===== src/rtl/bdar_pkg.sv =====
// Package: types and constants of the button debouncer with auto-repeat.
`default_nettype none

package bdar_pkg;

	localparam int NUM_BUTTONS = 6;
	localparam int PIN_COUNT   = 6;
	localparam int DELAY_W     = 16;
	localparam int INDEX_W     = 3;
	localparam int CFG_IDX_W   = 1;
	localparam int HIST_W      = 3;

	localparam logic [DELAY_W-1:0] RESET_FIRST_DELAY  = DELAY_W'(200);
	localparam logic [DELAY_W-1:0] RESET_REPEAT_DELAY = DELAY_W'(50);

	typedef enum logic {
		KIND_TICK = 1'b0,
		KIND_READ = 1'b1
	} kind_t;

	typedef enum logic [CFG_IDX_W-1:0] {
		CFG_FIRST_DELAY  = 1'b0,
		CFG_REPEAT_DELAY = 1'b1
	} cfg_idx_t;

	typedef struct packed {
		kind_t                kind;
		logic [PIN_COUNT-1:0] pin_levels;
		logic [INDEX_W-1:0]   button_index;
	} req_t;

	typedef struct packed {
		logic                 pressed_event;
		logic [PIN_COUNT-1:0] debounced_levels;
	} res_t;

	typedef struct packed {
		logic [DELAY_W-1:0] first_delay;
		logic [DELAY_W-1:0] repeat_delay;
	} delays_t;

	typedef struct packed {
		logic tick;
		logic sample;
		logic clear;
	} cell_ctl_t;

endpackage

`default_nettype wire


===== src/rtl/bdar_cell.sv =====
// One button: sample history, debounced level, repeat countdown, event flag.
`default_nettype none

module bdar_cell (
	input  wire logic                clk,
	input  wire logic                arst_n,
	input  wire bdar_pkg::cell_ctl_t ctl,
	input  wire bdar_pkg::delays_t   delays,
	output logic                     level_next,
	output logic                     pending
);

	logic [bdar_pkg::HIST_W-1:0]  hist_q;
	logic                         level_q;
	logic [bdar_pkg::DELAY_W-1:0] cnt_q;
	logic                         pend_q;

	logic [bdar_pkg::HIST_W-1:0]  hist_d;
	logic                         agree;
	logic                         lvl_new;
	logic [bdar_pkg::DELAY_W-1:0] cnt_d;
	logic                         pend_d;

	always_comb begin
		hist_d     = {hist_q[bdar_pkg::HIST_W-2:0], ctl.sample};
		agree      = (hist_d == '0) || (hist_d == '1);
		lvl_new    = (hist_d == '1);
		level_next = level_q;
		cnt_d      = cnt_q;
		pend_d     = pend_q;
		if (ctl.tick && agree) begin
			if (lvl_new != level_q) begin
				level_next = lvl_new;
				if (lvl_new) begin
					cnt_d  = delays.first_delay;
					pend_d = 1'b1;
				end
			end else if (lvl_new) begin
				if (cnt_q <= bdar_pkg::DELAY_W'(1)) begin
					cnt_d  = delays.repeat_delay;
					pend_d = 1'b1;
				end else begin
					cnt_d = cnt_q - bdar_pkg::DELAY_W'(1);
				end
			end
		end
		if (ctl.clear) begin
			pend_d = 1'b0;
		end
	end

	always_ff @(posedge clk or negedge arst_n) begin
		if (!arst_n) begin
			hist_q  <= '0;
			level_q <= 1'b0;
			cnt_q   <= bdar_pkg::RESET_FIRST_DELAY;
			pend_q  <= 1'b0;
		end else begin
			if (ctl.tick) begin
				hist_q <= hist_d;
			end
			level_q <= level_next;
			cnt_q   <= cnt_d;
			pend_q  <= pend_d;
		end
	end

	assign pending = pend_q;

endmodule

`default_nettype wire


===== src/rtl/button_debounce_autorepeat.sv =====
// Top level: request register, button cells, delay registers, result register.
// Usage:
//   Request channel (req_valid, req_stall, req): a tick request carries one raw
//   sample per button in pin_levels; a read request returns and clears the
//   press-event flag of button_index. Indexes past the last button read 0.
//   Result channel (res_valid, res_stall, res): one result per request, in
//   order, with pressed_event (0 on ticks) and the debounced levels after the
//   request has been applied.
//   A request passes the request register and then the result register, and all
//   buttons update together between the two; unless res_stall holds the result,
//   one request per cycle is taken sustained. Delay registers are written through
//   cfg_we/cfg_index/cfg_data; the user must write them only while idle, and the
//   block itself does not enforce it. Reset clears histories, levels and flags,
//   loads 200 into every countdown and sets the delays to 200 and 50. While
//   res_stall holds a result, the request register fills and req_stall then
//   rises until the result drains.
`default_nettype none

module button_debounce_autorepeat (
	input  wire logic                                clk,
	input  wire logic                                arst_n,
	input  wire logic                                req_valid,
	output logic                                     req_stall,
	input  wire bdar_pkg::req_t                      req,
	output logic                                     res_valid,
	input  wire logic                                res_stall,
	output bdar_pkg::res_t                           res,
	input  wire logic                                cfg_we,
	input  wire logic [bdar_pkg::CFG_IDX_W-1:0]      cfg_index,
	input  wire logic [bdar_pkg::DELAY_W-1:0]        cfg_data
);

	logic               valid_s1;
	bdar_pkg::req_t     req_s1;
	logic               res_valid_q;
	bdar_pkg::res_t     res_q;
	bdar_pkg::delays_t  delays_q;

	logic                             advance;
	logic                             fire;
	logic [bdar_pkg::NUM_BUTTONS-1:0] level_next;
	logic [bdar_pkg::NUM_BUTTONS-1:0] pending;
	logic [bdar_pkg::NUM_BUTTONS-1:0] read_sel;
	logic [bdar_pkg::PIN_COUNT-1:0]   levels_out;

	assign advance   = !res_valid_q || !res_stall;
	assign fire      = valid_s1 && advance;
	assign req_stall = valid_s1 && !advance;

	always_ff @(posedge clk or negedge arst_n) begin
		if (!arst_n) begin
			valid_s1 <= 1'b0;
		end else if (!req_stall) begin
			valid_s1 <= req_valid;
		end
	end

	always_ff @(posedge clk) begin
		if (req_valid && !req_stall) begin
			req_s1 <= req;
		end
	end

	always_ff @(posedge clk or negedge arst_n) begin
		if (!arst_n) begin
			delays_q.first_delay  <= bdar_pkg::RESET_FIRST_DELAY;
			delays_q.repeat_delay <= bdar_pkg::RESET_REPEAT_DELAY;
		end else if (cfg_we) begin
			unique case (bdar_pkg::cfg_idx_t'(cfg_index))
				bdar_pkg::CFG_FIRST_DELAY:  delays_q.first_delay  <= cfg_data;
				bdar_pkg::CFG_REPEAT_DELAY: delays_q.repeat_delay <= cfg_data;
				default: ;
			endcase
		end
	end

	for (genvar b = 0; b < bdar_pkg::NUM_BUTTONS; b++) begin : g_btn
		bdar_pkg::cell_ctl_t ctl;

		assign read_sel[b] = (32'(req_s1.button_index) == b);
		assign ctl.tick    = fire && (req_s1.kind == bdar_pkg::KIND_TICK);
		assign ctl.clear   = fire && (req_s1.kind == bdar_pkg::KIND_READ) && read_sel[b];
		if (b < bdar_pkg::PIN_COUNT) begin : g_pin
			assign ctl.sample = req_s1.pin_levels[b];
		end else begin : g_nopin
			assign ctl.sample = 1'b0;
		end

		bdar_cell u_cell (
			.clk        (clk),
			.arst_n     (arst_n),
			.ctl        (ctl),
			.delays     (delays_q),
			.level_next (level_next[b]),
			.pending    (pending[b])
		);
	end

	for (genvar p = 0; p < bdar_pkg::PIN_COUNT; p++) begin : g_lvl
		if (p < bdar_pkg::NUM_BUTTONS) begin : g_on
			assign levels_out[p] = level_next[p];
		end else begin : g_off
			assign levels_out[p] = 1'b0;
		end
	end

	always_ff @(posedge clk or negedge arst_n) begin
		if (!arst_n) begin
			res_valid_q <= 1'b0;
		end else if (advance) begin
			res_valid_q <= valid_s1;
		end
	end

	always_ff @(posedge clk) begin
		if (fire) begin
			res_q.pressed_event    <= (req_s1.kind == bdar_pkg::KIND_READ) &&
				|(pending & read_sel);
			res_q.debounced_levels <= levels_out;
		end
	end

	assign res_valid = res_valid_q;
	assign res       = res_q;

endmodule

`default_nettype wire


===== config.mk =====
export PLATFORM = sky130hd
export DESIGN_NAME = button_debounce_autorepeat
export DESIGN_NICKNAME = d
export VERILOG_FILES = /design/src/rtl/bdar_pkg.sv /design/src/rtl/bdar_cell.sv /design/src/rtl/button_debounce_autorepeat.sv
export SDC_FILE = /design/constraint.sdc
export NUM_CORES = 1
export LEC_CHECK = 0
export BUFFER_PORTS_ARGS = -buffer_cell sky130_fd_sc_hd__clkbuf_2
export CORE_AREA = 3 3 121 182
export DETAILED_ROUTE_END_ITERATION = 16
export DIE_AREA = 0 0 124 185
export GPL_TIMING_DRIVEN = 0
export PLACE_DENSITY = 0.72
export SLEW_MARGIN = 10
export SYNTH_ARGS = -nofsm -noshare
export SYNTH_HDL_FRONTEND = slang
export SYNTH_SLANG_ARGS = --single-unit

===== constraint.sdc =====
create_clock -name clk -period 2.6 [get_ports clk]
set_input_delay 0.52 -clock clk [delete_from_list [all_inputs] [get_ports clk]]
set_output_delay 0.52 -clock clk [all_outputs]
set_load 0.005 [all_outputs]

==> metrics.txt <==
gate count of the mapped netlist=1,114; Hold WC Path Type=in -> async; max_cap viols=0; number of sinks on the clock net=171; clk_lat worst skew=0.44 ns; Cell Rows=64; first-pass GRT wire length=49,000 um; DR vias/cell=6.40; number of synthesis warnings=0; Worst-path clk slew=0.07 ns; Post-CTS Hold Buffers=0; Pre-antenna DRT Iters=6; Fillers=1,846; Overall Global Routing Usage=27.9%; Cell variety after synth=76; status=finished clean; Avg Cell Area, Syn=9.19 um^2; IO buf count=40; Tmin final=2.45 ns; power per cell area=1170 mW/mm^2; DP Wirelength=21,800 um; leakage=4.90 nW; share of layout cells above drive strength 1=14.7%; Setup Crit Path Kind=reg -> reg; Initial Utilization=50.0%; setup violators final=0; Area contributors post-synth=dfrtp_1 (32%), dfstp_2 (6.2%), edfxtp_1 (5.0%); CP arrival=2.81 ns; WL final=31,600 um; Die H=185 um; largest area contributor in the netlist=dfrtp_1; die width=124 um; Final Skew=0.00956 ns; Post-synth EDFFs=17; TritonCTS Buffers=17; layout overhead on the synthesized area=11.5%; vias in the first global route=8,843; Routed Antenna Nets=0; CTS max path bufs=2; largest net degree at the start of global routing=84; post-DR wirelength/cell=21.8 um; WP data required=2.95 ns; fin nets=1,218; Final Max Tran Viols=0; H-tree depth=4; WHS=0.0788 ns; top cell type's share of synthesized area=31.8%; final hold viol count=0; diodes inserted=0; Yosys reg bits=171; RSZ-0062 raised after global routing=false; Max VDD drop=0.000567 V; Core Area=0.0205 mm^2; area of the multi-input gates=0.00547 mm^2; Post-Syn Nets=1,158; DR DRC count=0; relative slew slack=48.7%; Overflow after GRT=0; Startpoint Class=flip-flop; Synth Flop Type=dfrtp_1; Syn Std Cell Area=0.0102 mm^2; Worst Setup End Kind=flip-flop; num ports=41; clock root buffer=clkbuf_16; CTS tree=built; post-synthesis sequential area ratio=42.9%; ys async rst share=90.1%; setup tns final=0 ns; Tot Pwr=0.0134 W; Slew @ Worst Pin=0.768 ns; Die Area=0.0229 mm^2; Reg area=0.00439 mm^2; initial antenna violation count=0; fmax=0.407 GHz; period utilisation layout=94.4%; DRT iter0 DRCs=1,160; crit-path max FO=10; Via Count=9,288; GPL Wtd Cong=0.966; Placement Setup Slack=-0.174 ns; fin worst setup slack=0.146 ns
-- cells by family (layout without fill, tap and decap cells) --
logic type	Yosys count	in the layout	synth area share [%]
multiplexers	73	73	7.63
AND/OR/NAND/NOR	390	390	20.3
flip-flops	171	171	42.9
XOR/XNOR	69	69	5.90
buffers and inverters	97	170	4.13
adder cells (fa/ha/maj)	12	12	1.47
AO/OA/AOI/OAI	302	302	17.7
-- report_power, final --
group | total, W | switching [W] | internal (W)
registers | 0.00485 | 0.00126 | 0.00359
logic | 0.00607 | 0.00338 | 0.00269
clock network | 0.00248 | 0.00117 | 0.00131
-- state kept, by name (all words and copies together), names as in the netlist, 4 cells and up --
signal                cells
g_btn.u_cell.pending      6
g_btn.u_cell.level_q      6
delays_q                 32
g_btn.u_cell.hist_q      12
req_s1                    4
res                       7
g_btn.u_cell.cnt_q       96
g_btn.ctl                 6
-- cell type report --
cell class	instances	share of cell area, %
flip-flops and latches	171	38.5
repair buffers	41	2.07
plain buffers	61	2.54
clock buffers	20	4.00
clock inverters	12	0.920
multi-input cells	846	47.9
inverters	36	1.18
well taps	264	2.89
-- routing by layer --
| metal | vias up | GRT usage [%] | wire length, um |
|---|---|---|---|
| met5 | - | 0 | 0 |
| met4 | 0 | 16.4 | 1890 |
| met3 | 106 | 4.98 | 2440 |
| met2 | 470 | 43.8 | 14600 |
| met1 | 4519 | 36.0 | 12700 |
| li1 | 4193 | - | - |
-- layout by cell type, fill, tap and decap left out, types with 13 or more instances in the layout --
cell	n
clkbuf_16	17
mux2_2	31
o21ai_0	100
nor2_1	72
nand2_1	95
and3_1	29
o22ai_1	13
or3_1	18
inv_1	36
clkbuf_2	40
xor2_1	17
nor3b_1	28
nand3_1	30
nor4_1	16
a31oi_1	18
dfrtp_1	130
dfstp_2	24
edfxtp_1	17
a21oi_1	93
xnor2_1	52
nor3_1	35
mux2i_1	41
clkbuf_1	44
-- what timing repair did --
item,CTS,global route
setup endpoints to repair,21,30
gates resized for setup,3,9
buffers inserted,0,0
-- final timing paths --
path	start	end	slack, ns	cells after the start
max in group asynchronous	arst_n	g_btn[3].u_cell.cnt_q[3]$_DFFE_PN1P_	1.66	2
worst max register to register	res_valid$_DFFE_PN0N_	g_btn[4].u_cell.cnt_q[10]$_DFFE_PN0P_	0.15	7
worst min-delay path	arst_n	g_btn[4].u_cell.cnt_q[8]$_DFFE_PN0P_	0.08	1
min in group clk	req[0]	req_s1[0]$_DFFE_PP_	0.25	1
worst max-delay path	res_valid$_DFFE_PN0N_	g_btn[4].u_cell.cnt_q[10]$_DFFE_PN0P_	0.15	7
worst min register to register	valid_s1$_DFFE_PN0N_	res_valid$_DFFE_PN0N_	0.48	1
-- through the flow --
step | cells | area [um^2] | util, %
after floorplan | 1114 | 10200 | -
after global placement | 1418 | 10800 | 52.6
after detailed placement | 1419 | 10800 | 52.7
after CTS | 1451 | 11400 | 55.5
after global routing | 1451 | 11400 | 55.7
final | 1451 | 11400 | 55.7
-- Yosys cell counts (all sizes together), types with 4 or more instances --
cell type and count:
nand3 32, a22oi 11, buf 17, and3 29, a31oi 18, o211ai 8, mux2 31, xor2 17
nor3b 28, nor4 20, or4 5, and2 4, nor3 44, o221ai 9, ha 12, edfxtp 17
xnor2 52, o22ai 13, or2 6, mux2i 41, dfrtp 130, a2bb2oi 10, nand2 96, o31ai 10
or3 18, nand4 8, a21oi 94, nand2b 9, o21ai 101, nand4b 5, dfstp 24, nand3b 6
clkbuf 44, inv 36, nor2 72
-- critical path: stages (launching register included) --
cell	delay, ns
dfrtp_1	0.41
a21bo_2	0.28
buf_2	0.25
inv_1	0.39
nand2_1	0.15
nor2_1	0.54
o22ai_1	0.16
a31oi_1	0.18
Power figures use the tool's default switching activity.
